File: src/hdl/command_frame_builder_crc16_defines.svh
// Assertion macros shared by the RTL of the command frame builder.
// Included by the top level; depends on nothing else.
`ifndef COMMAND_FRAME_BUILDER_CRC16_DEFINES_SVH
`define COMMAND_FRAME_BUILDER_CRC16_DEFINES_SVH

// The consequent must hold in the same cycle as the antecedent.
`define CFB_ASSERT_SAME(label, clk, rstn, ante, cons) \
    label: assert property (@(posedge clk) disable iff (!(rstn)) (ante) |-> (cons)) \
        else $error("cfb same-cycle check failed");

// The consequent must hold in the cycle after the antecedent.
`define CFB_ASSERT_NEXT(label, clk, rstn, ante, cons) \
    label: assert property (@(posedge clk) disable iff (!(rstn)) (ante) |=> (cons)) \
        else $error("cfb next-cycle check failed");

`endif

File: src/hdl/cfb_pkg.sv
// Types, constants and CRC helpers of the command frame builder.
// Used by every module of the block; depends on nothing.
package cfb_pkg;

    localparam int unsigned DATA_WORDS = 6;
    localparam logic [2:0]  LAST_INDEX = 3'd6;

    localparam logic [11:0] NODE_ID_RESET    = 12'd10;
    localparam logic [2:0]  READ_CODE_RESET  = 3'd1;
    localparam logic [2:0]  WRITE_CODE_RESET = 3'd2;

    localparam logic [1:0] REG_NODE_ID    = 2'd0;
    localparam logic [1:0] REG_READ_CODE  = 2'd1;
    localparam logic [1:0] REG_WRITE_CODE = 2'd2;

    localparam logic [15:0] CRC_POLY = 16'h1021;

    typedef struct packed {
        logic [11:0] node_id;
        logic [2:0]  read_code;
        logic [2:0]  write_code;
    } cfg_t;

    // Words 0 to 5 of one frame; the CRC word is formed on the way out.
    typedef logic [DATA_WORDS-1:0][15:0] frame_words_t;

    typedef logic [255:0][15:0] crc_table_t;

    function automatic crc_table_t crc_gen_table();
        crc_table_t tbl;
        logic [15:0] c;
        for (int i = 0; i < 256; i++) begin
            c = {i[7:0], 8'h00};
            for (int k = 0; k < 8; k++) begin
                c = c[15] ? ({c[14:0], 1'b0} ^ CRC_POLY) : {c[14:0], 1'b0};
            end
            tbl[i] = c;
        end
        return tbl;
    endfunction

    localparam crc_table_t CRC_TABLE = crc_gen_table();

    // Advances the CRC over one word, low byte first, one table step per byte.
    function automatic logic [15:0] crc_word(input logic [15:0] crc, input logic [15:0] w);
        logic [15:0] c;
        c = {crc[7:0], 8'h00} ^ CRC_TABLE[crc[15:8] ^ w[7:0]];
        c = {c[7:0], 8'h00} ^ CRC_TABLE[c[15:8] ^ w[15:8]];
        return c;
    endfunction

endpackage

File: src/hdl/command_frame_builder_crc16.sv
// Top level of the command frame builder: configuration registers, front end,
// frame queue and word sequencer. Depends on cfb_pkg and the defines header.
//
// Usage:
// Each request on the s_ channel becomes one seven-word frame on the m_
// channel: two header words, four data words and a CRC-16/XMODEM word.
// One transfer moves one 16-bit word; tlast marks the CRC word.
// With the sequencer idle, the first word of a frame is registered in a queue
// slot and then in the output register before it is valid.
// The output moves one word per cycle while m_tready is high and frames are
// queued, set by the output channel; the CRC takes each header and data word.
// The queue holds QUEUE_DEPTH built frames, so new requests are taken while
// a frame is still being sent; s_tready drops only when the queue is full.
// When the receiver stalls, the current word holds in the output register,
// the sequencer waits and the queue fills behind it.
// Reset (aresetn low, synchronous) empties the queue and the output, and
// loads node_id 10, read_code 1 and write_code 2.
// Configuration writes through cfg_we/cfg_addr/cfg_wdata take effect at once
// and belong in idle periods; indexes above 2 are ignored.
`include "command_frame_builder_crc16_defines.svh"

module command_frame_builder_crc16 #(
    parameter int unsigned QUEUE_DEPTH = 2
) (
    input  logic        aclk,
    input  logic        aresetn,
    input  logic        s_tvalid,
    output logic        s_tready,
    // subnode[3:0], reg_address[15:4], byte_count[19:16], payload[83:20]
    input  logic [87:0] s_tdata,
    // extended[0]
    input  logic        s_tuser,
    output logic        m_tvalid,
    input  logic        m_tready,
    // frame_word[15:0], word_index[18:16]
    output logic [23:0] m_tdata,
    output logic        m_tlast,
    input  logic        cfg_we,
    input  logic [1:0]  cfg_addr,
    input  logic [11:0] cfg_wdata
);

    logic [11:0] node_id_reg;
    logic [2:0]  read_code_reg;
    logic [2:0]  write_code_reg;
    cfb_pkg::cfg_t cfg;

    logic                  push;
    logic                  pop;
    logic                  queue_full;
    logic                  head_valid;
    cfb_pkg::frame_words_t push_frame;
    cfb_pkg::frame_words_t head_frame;

    always_ff @(posedge aclk) begin
        if (!aresetn) begin
            node_id_reg    <= cfb_pkg::NODE_ID_RESET;
            read_code_reg  <= cfb_pkg::READ_CODE_RESET;
            write_code_reg <= cfb_pkg::WRITE_CODE_RESET;
        end else if (cfg_we) begin
            case (cfg_addr)
                cfb_pkg::REG_NODE_ID:    node_id_reg    <= cfg_wdata;
                cfb_pkg::REG_READ_CODE:  read_code_reg  <= cfg_wdata[2:0];
                cfb_pkg::REG_WRITE_CODE: write_code_reg <= cfg_wdata[2:0];
                default: ;
            endcase
        end
    end

    assign cfg = '{node_id: node_id_reg, read_code: read_code_reg,
                   write_code: write_code_reg};

    cfb_front u_front (
        .s_tvalid   (s_tvalid),
        .s_tdata    (s_tdata),
        .s_tuser    (s_tuser),
        .queue_full (queue_full),
        .cfg        (cfg),
        .s_tready   (s_tready),
        .push       (push),
        .frame      (push_frame)
    );

    cfb_queue #(
        .DEPTH (QUEUE_DEPTH)
    ) u_queue (
        .aclk       (aclk),
        .aresetn    (aresetn),
        .push       (push),
        .push_frame (push_frame),
        .pop        (pop),
        .full       (queue_full),
        .head_valid (head_valid),
        .head_frame (head_frame)
    );

    cfb_back u_back (
        .aclk       (aclk),
        .aresetn    (aresetn),
        .head_valid (head_valid),
        .head_frame (head_frame),
        .pop        (pop),
        .m_tvalid   (m_tvalid),
        .m_tready   (m_tready),
        .m_tdata    (m_tdata),
        .m_tlast    (m_tlast)
    );

    // A word that is not the last is followed at once by the next index.
    `CFB_ASSERT_NEXT(a_word_follows, aclk, aresetn, m_tvalid && m_tready && !m_tlast, m_tvalid && (m_tdata[18:16] == 3'($past(m_tdata[18:16]) + 3'd1)))
    // After the CRC word, whatever comes next opens a new frame.
    `CFB_ASSERT_NEXT(a_frame_restarts, aclk, aresetn, m_tvalid && m_tready && m_tlast, !m_tvalid || (m_tdata[18:16] == 3'd0))
    // The queue never takes a frame while it is full.
    `CFB_ASSERT_SAME(a_no_push_full, aclk, aresetn, queue_full, !push && !s_tready)

endmodule

File: src/hdl/cfb_front.sv
// Front end: takes one request, picks the command and masks the payload,
// and forms words 0 to 5 of the frame. Depends on cfb_pkg.
module cfb_front (
    input  logic                  s_tvalid,
    input  logic [87:0]           s_tdata,
    input  logic                  s_tuser,
    input  logic                  queue_full,
    input  cfb_pkg::cfg_t         cfg,
    output logic                  s_tready,
    output logic                  push,
    output cfb_pkg::frame_words_t frame
);

    logic [3:0]  subnode;
    logic [11:0] reg_address;
    logic [3:0]  byte_count;
    logic [63:0] payload;
    logic [63:0] data;
    logic [2:0]  command;

    assign subnode     = s_tdata[3:0];
    assign reg_address = s_tdata[15:4];
    assign byte_count  = s_tdata[19:16];
    assign payload     = s_tdata[83:20];

    assign s_tready = !queue_full;
    assign push     = s_tvalid && !queue_full;

    assign command = (byte_count != 4'd0) ? cfg.write_code : cfg.read_code;

    // Extended frames pass the payload whole; others keep the low min(byte_count, 8) bytes.
    always_comb begin
        for (int b = 0; b < 8; b++) begin
            data[8*b +: 8] = (s_tuser || (byte_count > 4'(b))) ? payload[8*b +: 8] : 8'h00;
        end
    end

    always_comb begin
        frame[0] = {cfg.node_id, subnode};
        frame[1] = {reg_address, command, s_tuser};
        for (int i = 0; i < 4; i++) begin
            frame[2+i] = data[16*i +: 16];
        end
    end

endmodule

File: src/hdl/cfb_queue.sv
// Short frame queue between the front end and the word sequencer.
// Depends on cfb_pkg for the frame type.
module cfb_queue #(
    parameter int unsigned DEPTH = 2
) (
    input  logic                  aclk,
    input  logic                  aresetn,
    input  logic                  push,
    input  cfb_pkg::frame_words_t push_frame,
    input  logic                  pop,
    output logic                  full,
    output logic                  head_valid,
    output cfb_pkg::frame_words_t head_frame
);

    localparam int unsigned PTR_W = (DEPTH > 1) ? $clog2(DEPTH) : 1;
    localparam int unsigned CNT_W = $clog2(DEPTH + 1);

    cfb_pkg::frame_words_t slots [DEPTH];
    logic [PTR_W-1:0] wr_ptr_reg, wr_ptr_next;
    logic [PTR_W-1:0] rd_ptr_reg, rd_ptr_next;
    logic [CNT_W-1:0] count_reg, count_next;

    assign full       = (count_reg == CNT_W'(DEPTH));
    assign head_valid = (count_reg != '0);
    assign head_frame = slots[rd_ptr_reg];

    always_comb begin
        wr_ptr_next = wr_ptr_reg;
        rd_ptr_next = rd_ptr_reg;
        count_next  = count_reg;
        if (push) begin
            wr_ptr_next = (wr_ptr_reg == PTR_W'(DEPTH - 1)) ? '0 : wr_ptr_reg + 1'b1;
        end
        if (pop) begin
            rd_ptr_next = (rd_ptr_reg == PTR_W'(DEPTH - 1)) ? '0 : rd_ptr_reg + 1'b1;
        end
        if (push && !pop) begin
            count_next = count_reg + 1'b1;
        end else if (pop && !push) begin
            count_next = count_reg - 1'b1;
        end
    end

    always_ff @(posedge aclk) begin
        if (!aresetn) begin
            wr_ptr_reg <= '0;
            rd_ptr_reg <= '0;
            count_reg  <= '0;
        end else begin
            wr_ptr_reg <= wr_ptr_next;
            rd_ptr_reg <= rd_ptr_next;
            count_reg  <= count_next;
        end
    end

    always_ff @(posedge aclk) begin
        if (push) begin
            slots[wr_ptr_reg] <= push_frame;
        end
    end

endmodule

File: src/hdl/cfb_back.sv
// Word sequencer: sends the seven words of the head frame through an output
// register and accumulates the CRC as words are loaded. Depends on cfb_pkg.
module cfb_back (
    input  logic                  aclk,
    input  logic                  aresetn,
    input  logic                  head_valid,
    input  cfb_pkg::frame_words_t head_frame,
    output logic                  pop,
    output logic                  m_tvalid,
    input  logic                  m_tready,
    output logic [23:0]           m_tdata,
    output logic                  m_tlast
);

    logic [2:0]  idx_reg, idx_next;
    logic [15:0] crc_reg, crc_next;
    logic        out_valid_reg, out_valid_next;
    logic [15:0] out_word_reg, out_word_next;
    logic [2:0]  out_index_reg;
    logic        load;
    logic        at_crc;
    logic [15:0] cur_word;

    assign at_crc   = (idx_reg == cfb_pkg::LAST_INDEX);
    assign cur_word = at_crc ? crc_reg : head_frame[idx_reg];
    assign load     = head_valid && (!out_valid_reg || m_tready);
    assign pop      = load && at_crc;

    always_comb begin
        idx_next       = idx_reg;
        crc_next       = crc_reg;
        out_word_next  = out_word_reg;
        out_valid_next = out_valid_reg && !m_tready;
        if (load) begin
            out_valid_next = 1'b1;
            out_word_next  = cur_word;
            if (at_crc) begin
                idx_next = '0;
                crc_next = '0;
            end else begin
                idx_next = idx_reg + 1'b1;
                crc_next = cfb_pkg::crc_word(crc_reg, cur_word);
            end
        end
    end

    always_ff @(posedge aclk) begin
        if (!aresetn) begin
            idx_reg       <= '0;
            crc_reg       <= '0;
            out_valid_reg <= 1'b0;
        end else begin
            idx_reg       <= idx_next;
            crc_reg       <= crc_next;
            out_valid_reg <= out_valid_next;
        end
    end

    always_ff @(posedge aclk) begin
        out_word_reg <= out_word_next;
        if (load) begin
            out_index_reg <= idx_reg;
        end
    end

    assign m_tvalid = out_valid_reg;
    assign m_tdata  = {5'd0, out_index_reg, out_word_reg};
    assign m_tlast  = (out_index_reg == cfb_pkg::LAST_INDEX);

endmodule

File: config.mk
export PLATFORM = sky130hd
export DESIGN_NAME = command_frame_builder_crc16
export DESIGN_NICKNAME = d
export VERILOG_FILES = /design/src/hdl/cfb_pkg.sv /design/src/hdl/command_frame_builder_crc16.sv /design/src/hdl/cfb_front.sv /design/src/hdl/cfb_queue.sv /design/src/hdl/cfb_back.sv
export VERILOG_INCLUDE_DIRS = /design/src /design/src/hdl
export SDC_FILE = /design/constraint.sdc
export NUM_CORES = 1
export LEC_CHECK = 0
export BUFFER_PORTS_ARGS = -buffer_cell sky130_fd_sc_hd__buf_2
export CORE_MARGIN = 4
export CORE_UTILIZATION = 55
export CTS_CLUSTER_DIAMETER = 100
export CTS_CLUSTER_SIZE = 16
export DETAILED_ROUTE_END_ITERATION = 7
export HOLD_SLACK_MARGIN = 0.15
export PLACE_DENSITY = 0.76
export SLEW_MARGIN = 20
export SYNTH_ARGS = -nofsm -noshare
export SYNTH_HDL_FRONTEND = slang
export SYNTH_HIERARCHICAL = 1
export SYNTH_SLANG_ARGS = --single-unit
File: constraint.sdc
create_clock -name aclk -period 6.5 [get_ports aclk]
set_input_delay 0.325 -clock aclk [delete_from_list [all_inputs] [get_ports aclk]]
set_output_delay 0.325 -clock aclk [all_outputs]
set_load 0.05 [all_outputs]
==> results of run 1 <==
-- what timing repair did --
action | 4_1_cts | 5_1_grt
endpoints found under the hold margin | 46 | 0
setup endpoints to repair | 0 | 0
hold buffers | 27 | 0
-- cell families (layout without fill, tap and decap cells) --
family | after synthesis | count (layout) | share of synthesized area [%]
DFF | 254 | 254 | 60.2
and+or+nand+nor | 160 | 160 | 7.38
muxes | 159 | 159 | 16.2
buffers and inverters | 90 | 217 | 5.36
AOI/OAI and AO/OA | 82 | 82 | 5.60
xor gates and xnor gates | 51 | 51 | 5.20
adders and majority gates | 1 | 1 | 0.105
other | 1 | 5 | 0.0314
-- cell usage in the layout, fill, tap and decap left out, types with 4 or more instances in the layout --
cell / n
nor2_1: 16
edfxtp_1: 211
xnor3_1: 4
and2_1: 10
a21boi_0: 9
conb_1: 5
xor3_1: 5
a22o_1: 4
clkbuf_16: 19
buf_2: 125
a22oi_1: 4
mux2i_1: 52
nand2_1: 50
xor2_1: 11
mux2_2: 62
mux2_4: 40
dfxtp_1: 41
clkbuf_1: 13
buf_4: 10
a21oi_1: 9
o221a_2: 4
o21ai_0: 14
a21boi_1: 9
nor2b_1: 59
mux4_2: 5
inv_1: 21
dlygate4sd3_1: 27
xnor2_1: 27
-- metal layers --
| layer | global-route usage [%] | up-vias | share of wire, % |
|---|---|---|---|
| met5 | 0 | - | 0 |
| met3 | 2.84 | 31 | 5.6 |
| met1 | 27.3 | 3201 | 43 |
| li1 | - | 3126 | - |
| met2 | 32.9 | 186 | 49 |
| met4 | 5.42 | 0 | 2.2 |
-- area by class of cell --
| cell class | instances | area, um^2 |
|---|---|---|
| clock buffers | 32 | 524 |
| clock inverters | 1 | 3.75 |
| fillers | 1590 | 7920 |
| inverters | 21 | 78.8 |
| multi-input cells | 458 | 4150 |
| flip-flops and latches | 254 | 7200 |
| well taps | 275 | 344 |
| repair buffers | 163 | 998 |
-- worst min-delay path by stage --
stage                                   startpoint  depth (start not counted)                                end  slack, ns
finish                                    m_tready                          3         u_back/m_tvalid$_SDFF_PN0_       0.16
CTS                                       m_tready                          3         u_back/m_tvalid$_SDFF_PN0_       0.15
global placement       node_id_reg[2]$_SDFFE_PN0P_                          0      u_queue/slots[0][6]$_DFFE_PP_       0.44
global route                           s_tdata[51]                          2     u_queue/slots[1][63]$_DFFE_PP_       0.17
detailed placement     node_id_reg[5]$_SDFFE_PN0P_                          0      u_queue/slots[0][9]$_DFFE_PP_       0.44
floorplan           u_back/idx_reg[0]$_SDFFE_PN0P_                          0  u_back/out_index_reg[0]$_DFFE_PP_       0.43
-- metrics by stage --
step                      area, um^2  hold slack (ns)  setup WS, ns  total power (W)
after floorplan                12000            0.431          1.01          0.00315
after global placement         12500            0.436          2.46          0.00339
after detailed placement       12500            0.441          2.39          0.00342
after CTS                      13300            0.151          2.38          0.00450
after global routing           13300            0.173          2.16          0.00468
final                          13300            0.157          2.32          0.00447
-- where the power goes --
group	switching (W)	internal [W]
clock network	0.000519	0.000550
logic	0.000735	0.000643
registers	0.0000676	0.00196
total	0.00132	0.00315
-- worst min-delay path, delay by kind of cell --
kind	cells	cell delay (ns)
buffers and inverters	1	0.07
AND/OR/NAND/NOR	1	0.12
AO/OA/AOI/OAI	1	0.08
==> summary.md, run 1 <==
| Metric | Value |
|---|---|
| Status | `completed` |
| # Max-Cap Violations | `0` |
| Startpoint Class | `register` |
| Final Max Slew Viols | `0` |
| Number of diodes | `0` |
| Fraction of registers with async set/reset | `0%` |
| RSZ-0062 raised after global routing | `false` |
| IO Port Bufs | `125` |
| Post-Synthesis Cells | `798` |
| Share of the core filled with cells | `62.7%` |
| Worst slew margin | `27.5%` |
| Dpl cells | `1143` |
| Cell count of the worst reg-to-reg path | `10` |
| Cell Chain, Critical Path | `buf_4 > mux2_2 > mux2i_1 > mux4_2 > xnor2_2 > xnor2_1 > xor3_1 > xnor2_1 > or3_1 > o21ai_1` |
| Minimum clock period after layout | `4.18 ns` |
| Hold Vio Cnt, Final | `0` |
| I/O pin count | `135` |
| Crit path max-delay family | `XOR/XNOR gates` |
| Power Density | `roughly 340 nW/um^2` |
| Cell taking the most area after synthesis | `edfxtp_1` |
| CP max stage cell | `dfxtp_4` |
| Clock Sinks | `254` |
| Setup TNS | `0 ns` |
| Period utilization | `roughly 64%` |
| Synth Warn # | `6` |
| CP Buf/Inv Count | `1` |
| Max Fclk | `approximately 240 MHz` |
| Routed wire length | `24.1 mm` |
| Clk buf depth | `3` |
| Layout cells sized above 1 | `31.5%` |
| Setup CP Type | `reg -> reg` |
| Worst min-delay path category | `in -> reg` |
| Die height | `155 um` |
| IR drop worst, VDD | `0.000192 V` |
| Routed WL per cell | `20.0 um` |
| Final setup fails | `0` |
| Worst Setup EP | `u_back/crc_reg[9]$_SDFFE_PN0P_` |
| Largest net degree at the start of global routing | `81` |
| Post-synthesis register bit count | `254` |
| First-pass GRT wire length | `between 30 and 40 mm` |
| Starting Density | `56.4%` |
| Worst Path Required | `6.93 ns` |
| CTS tree | `built` |
| Post-synth EDFFs | `211` |
| Worst r2r dst | `u_back/crc_reg[9]$_SDFFE_PN0P_` |
| Htree depth | `1` |
| Nature of the critical path endpoint | `register` |
| TritonCTS Buffers | `19` |
| Crit-path max FO | `65` |
| Post-Syn Area per Cell | `approximately 15 um^2` |
| P_leak | `4.87 nW` |
| Root buffer cell | `clkbuf_16` |
| Critical Path AT | `4.60 ns` |
| Post-CTS Setup Bufs | `0` |
| Remaining antenna violation count after routing | `0` |
| Die width | `about 160 um` |
| Crit-path max cell delay | `1.02 ns` |
| Mapped Area | `roughly 12000 um^2` |
| DR iter-0 viols | `509` |
| Core Footprint | `between 20000 and 25000 um^2` |
| Top cells by count, synth | `edfxtp_1 (211), mux2_2 (62), nor2b_1 (60)` |
| Total track usage | `19.7%` |
| Remaining Overflow, GRT | `0` |
| Most common cell on crit path | `xnor2_1` |
| Max Clock Skew | `between 0.01 and 0.015 ns` |
| Max reg flops | `192` |
| Most frequent cell after synthesis | `edfxtp_1` |
| Post-DP HPWL | `16.7 mm` |
| # resized after CTS | `0` |
| Worst skew pair latency | `0.49 ns` |
| DRC viols | `0` |
| Area delta synth->final | `11.2%` |
| Synth unique cells | `67` |
| Crit path depth | `10` |
| Number of global-route vias before repair | `6590` |
| Flop-to-flop setup slack | `~2.3 ns` |
| Main synth FF type | `edfxtp_1` |
| Cell Count, Final, Fillers Out | `1204` |
| Vias per cell | `5.44` |
| Via count | `between 6000 and 7000` |
| Top area cells in the synthesized netlist | `edfxtp_1 (53%), dfxtp_1 (7.2%), mux2_2 (5.8%), mux2_4 (5.0%), mux2i_1 (4.4%)` |
| Clk slew on worst S/H paths | `0.07 ns` |
| Worst-margin pin slew | `1.09 ns` |
| Nets | `1026` |
| Routability cong. | `0.871` |
| Share of the synthesized area in the top cell type | `53.0%` |
| Drt first pass iters | `4` |
| Seq/Total Area, Yosys | `60.2%` |
| Row cnt | `53` |
| Initial antenna violation count | `0` |
| Die area | `24200 um^2` |
Note: power is estimated with default switching activity, not from simulation.
==> run 2, diff against run 1 <==
==> constraint.sdc (replaced) <==
create_clock -name aclk -period 4.1 [get_ports aclk]
set_input_delay 0.205 -clock aclk [delete_from_list [all_inputs] [get_ports aclk]]
set_output_delay 0.205 -clock aclk [all_outputs]
set_load 0.05 [all_outputs]
==> run 2 against run 1 <==
Clock power rose by 58%. Sequential power grew 59%. Global-route usage grew 1.8 points. Non-clock buffer count up 86. Critical path type unchanged. Largest power group unchanged.
==> summary.md, run 2 (same netlist as run 1, synthesis figures left out) <==
| Metric | Value |
|---|---|
| Clk slew on worst S/H paths | `0.07 ns` |
| Starting Density | `56.4%` |
| P_leak | `5.26 nW` |
| DR iter-0 viols | `between 400 and 500` |
| Initial antenna violation count | `0` |
| Die width | `between 150 and 200 um` |
| Worst Path Required | `4.48 ns` |
| Hold Vio Cnt, Final | `0` |
| Worst min-delay path category | `in -> reg` |
| RSZ-0062 raised after global routing | `false` |
| Worst-margin pin slew | `0.980 ns` |
| Fillers | `1476` |
| Row cnt | `53` |
| Routed wire length | `about 27 mm` |
| Final setup fails | `0` |
| IO Port Bufs | `125` |
| Minimum clock period after layout | `~3.5 ns` |
| Setup CP Type | `reg -> reg` |
| Period utilization | `86.2%` |
| Clk pwr share | `23.5%` |
| Total track usage | `a little over a fifth` |
| Die area | `between 20000 and 25000 um^2` |
| Number of diodes | `0` |
| Max reg flops | `192` |
| Post-DP HPWL | `17.4 mm` |
| Post-CTS Setup Bufs | `0` |
| Clock Sinks | `254` |
| I/O pin count | `135` |
| Htree depth | `1` |
| Sequential Power Share | `44.9%` |
| Most frequent cells in the layout | `edfxtp_1 (211), buf_2 (125), dlygate4sd3_1 (98)` |
| Sw frac | `29.4%` |
| Area delta synth->final | `18.4%` |
| Remaining antenna violation count after routing | `0` |
| # Max-Cap Violations | `0` |
| Nature of the critical path endpoint | `register` |
| Vias per cell | `about 5.4` |
| Combinational share of power | `31.6%` |
| Power Density | `between 500 and 600 nW/um^2` |
| Hold Path Origin | `s_tdata[57]` |
| Crit path max-delay family | `XOR/XNOR gates` |
| Switching power | `0.00211 W` |
| Int Pwr | `between 0.005 and 0.006 W` |
| Routability cong. | `0.896` |
| CP Buf/Inv Count | `2` |
| Largest net degree at the start of global routing | `97` |
| Root buffer cell | `clkbuf_16` |
| Dpl ws | `0.643 ns` |
| First-pass GRT wire length | `around 40 mm` |
| DRC viols | `0` |
| Share of the core filled with cells | `66.7%` |
| Max Clock Skew | `roughly 0.0066 ns` |
| Max Fclk | `~280 MHz` |
| Nets | `1112` |
| Core Footprint | `about 21000 um^2` |
| Die height | `~160 um` |
| CP max stage cell | `xnor3_2` |
| Startpoint Class | `register` |
| Drt first pass iters | `5` |
| Number of global-route vias before repair | `7158` |
| Remaining Overflow, GRT | `0` |
| Layout cells sized above 1 | `between 30 and 40%` |
| Critical Path AT | `3.91 ns` |
| IR drop worst, VDD | `0.000300 V` |
| Routed WL per cell | `20.6 um` |
| Worst slew margin | `approximately a third` |
| Final Max Slew Viols | `0` |
| Via count | `7001` |
| Final WS setup | `between 0.5 and 0.6 ns` |
| Cell Chain, Critical Path | `buf_12 > buf_4 > mux2_2 > mux4_2 > nor2_1 > a21oi_1 > xnor3_2 > xor3_1 > a221o_1` |
| CTS tree | `built` |
| Commonest non-fill, non-tap cell in the layout | `edfxtp_1` |
| Clk buf depth | `3` |
| Crit-path max FO | `27` |
| TritonCTS Buffers | `19` |
| Setup TNS | `0 ns` |
| Status | `completed` |
| Worst skew pair latency | `0.48 ns` |
| Crit-path max cell delay | `0.51 ns` |
## run 2: cell types whose count changed in the layout (fill, tap and decap cells not counted)
cell	previous run	this run
dlygate4sd3_1	27	98
buf_4	10	21
buf_12	0	5
buf_16	1	0
clkbuf_1	13	12
## run 2: repair_timing
item / in CTS / in global routing
hold buffers: 98 / 0
setup endpoints to repair: 0 / 0
gates resized for setup: 0 / 0
endpoints found under the hold margin: 179 / 0
## run 2: area by class of cell
| cell class | instances | area [um^2] | share of cell area (%) |
|---|---|---|---|
| Tap cell | 275 | 344 | 2.43 |
| Timing Repair Buffer | 249 | 1860 | 13.2 |
| Sequential cell | 254 | 7200 | 50.9 |
| Clock inverter | 1 | 3.75 | 0.0265 |
| Multi-Input combinational cell | 458 | 4150 | 29.3 |
| Inverter | 21 | 78.8 | 0.557 |
| Clock buffer | 31 | 520 | 3.68 |
## run 2: path summary, 6_finish.rpt
path	to	slack, ns	depth (start not counted)
setup reg to reg	u_back/crc_reg[13]$_SDFFE_PN0P_	0.57	9
hold reg to reg	u_queue/slots[0][15]$_DFFE_PP_	0.46	0
setup / recovery	u_back/crc_reg[13]$_SDFFE_PN0P_	0.57	9
hold / removal	u_queue/slots[1][69]$_DFFE_PP_	0.15	2
## run 2: layer usage
layer	vias to the layer above	wire, um	GRT usage (%)
met5	-	0	0
met2	208	13100	36.8
met1	3477	11300	29.2
met3	32	1490	3.14
met4	0	623	5.21
li1	3284	-	-
## run 2: power groups by stage
stage                     clock [W]  sequential, W  combinational, W
final                       0.00169        0.00322           0.00227
after global routing        0.00183        0.00324           0.00244
after CTS                   0.00172        0.00322           0.00227
after detailed placement          0        0.00328           0.00219
after global placement            0        0.00326           0.00218
after floorplan                   0        0.00340           0.00159
## run 2: stage by stage
stage / hold WS [ns] / area (um^2) / cells / total power [W]
after CTS: 0.157 / 14200 / 1289 / 0.00721
after global placement: 0.394 / 12700 / 1159 / 0.00544
after detailed placement: 0.396 / 12700 / 1159 / 0.00547
after global routing: 0.154 / 14200 / 1289 / 0.00751
final: 0.152 / 14200 / 1289 / 0.00718
after floorplan: 0.323 / 12000 / 802 / 0.00499
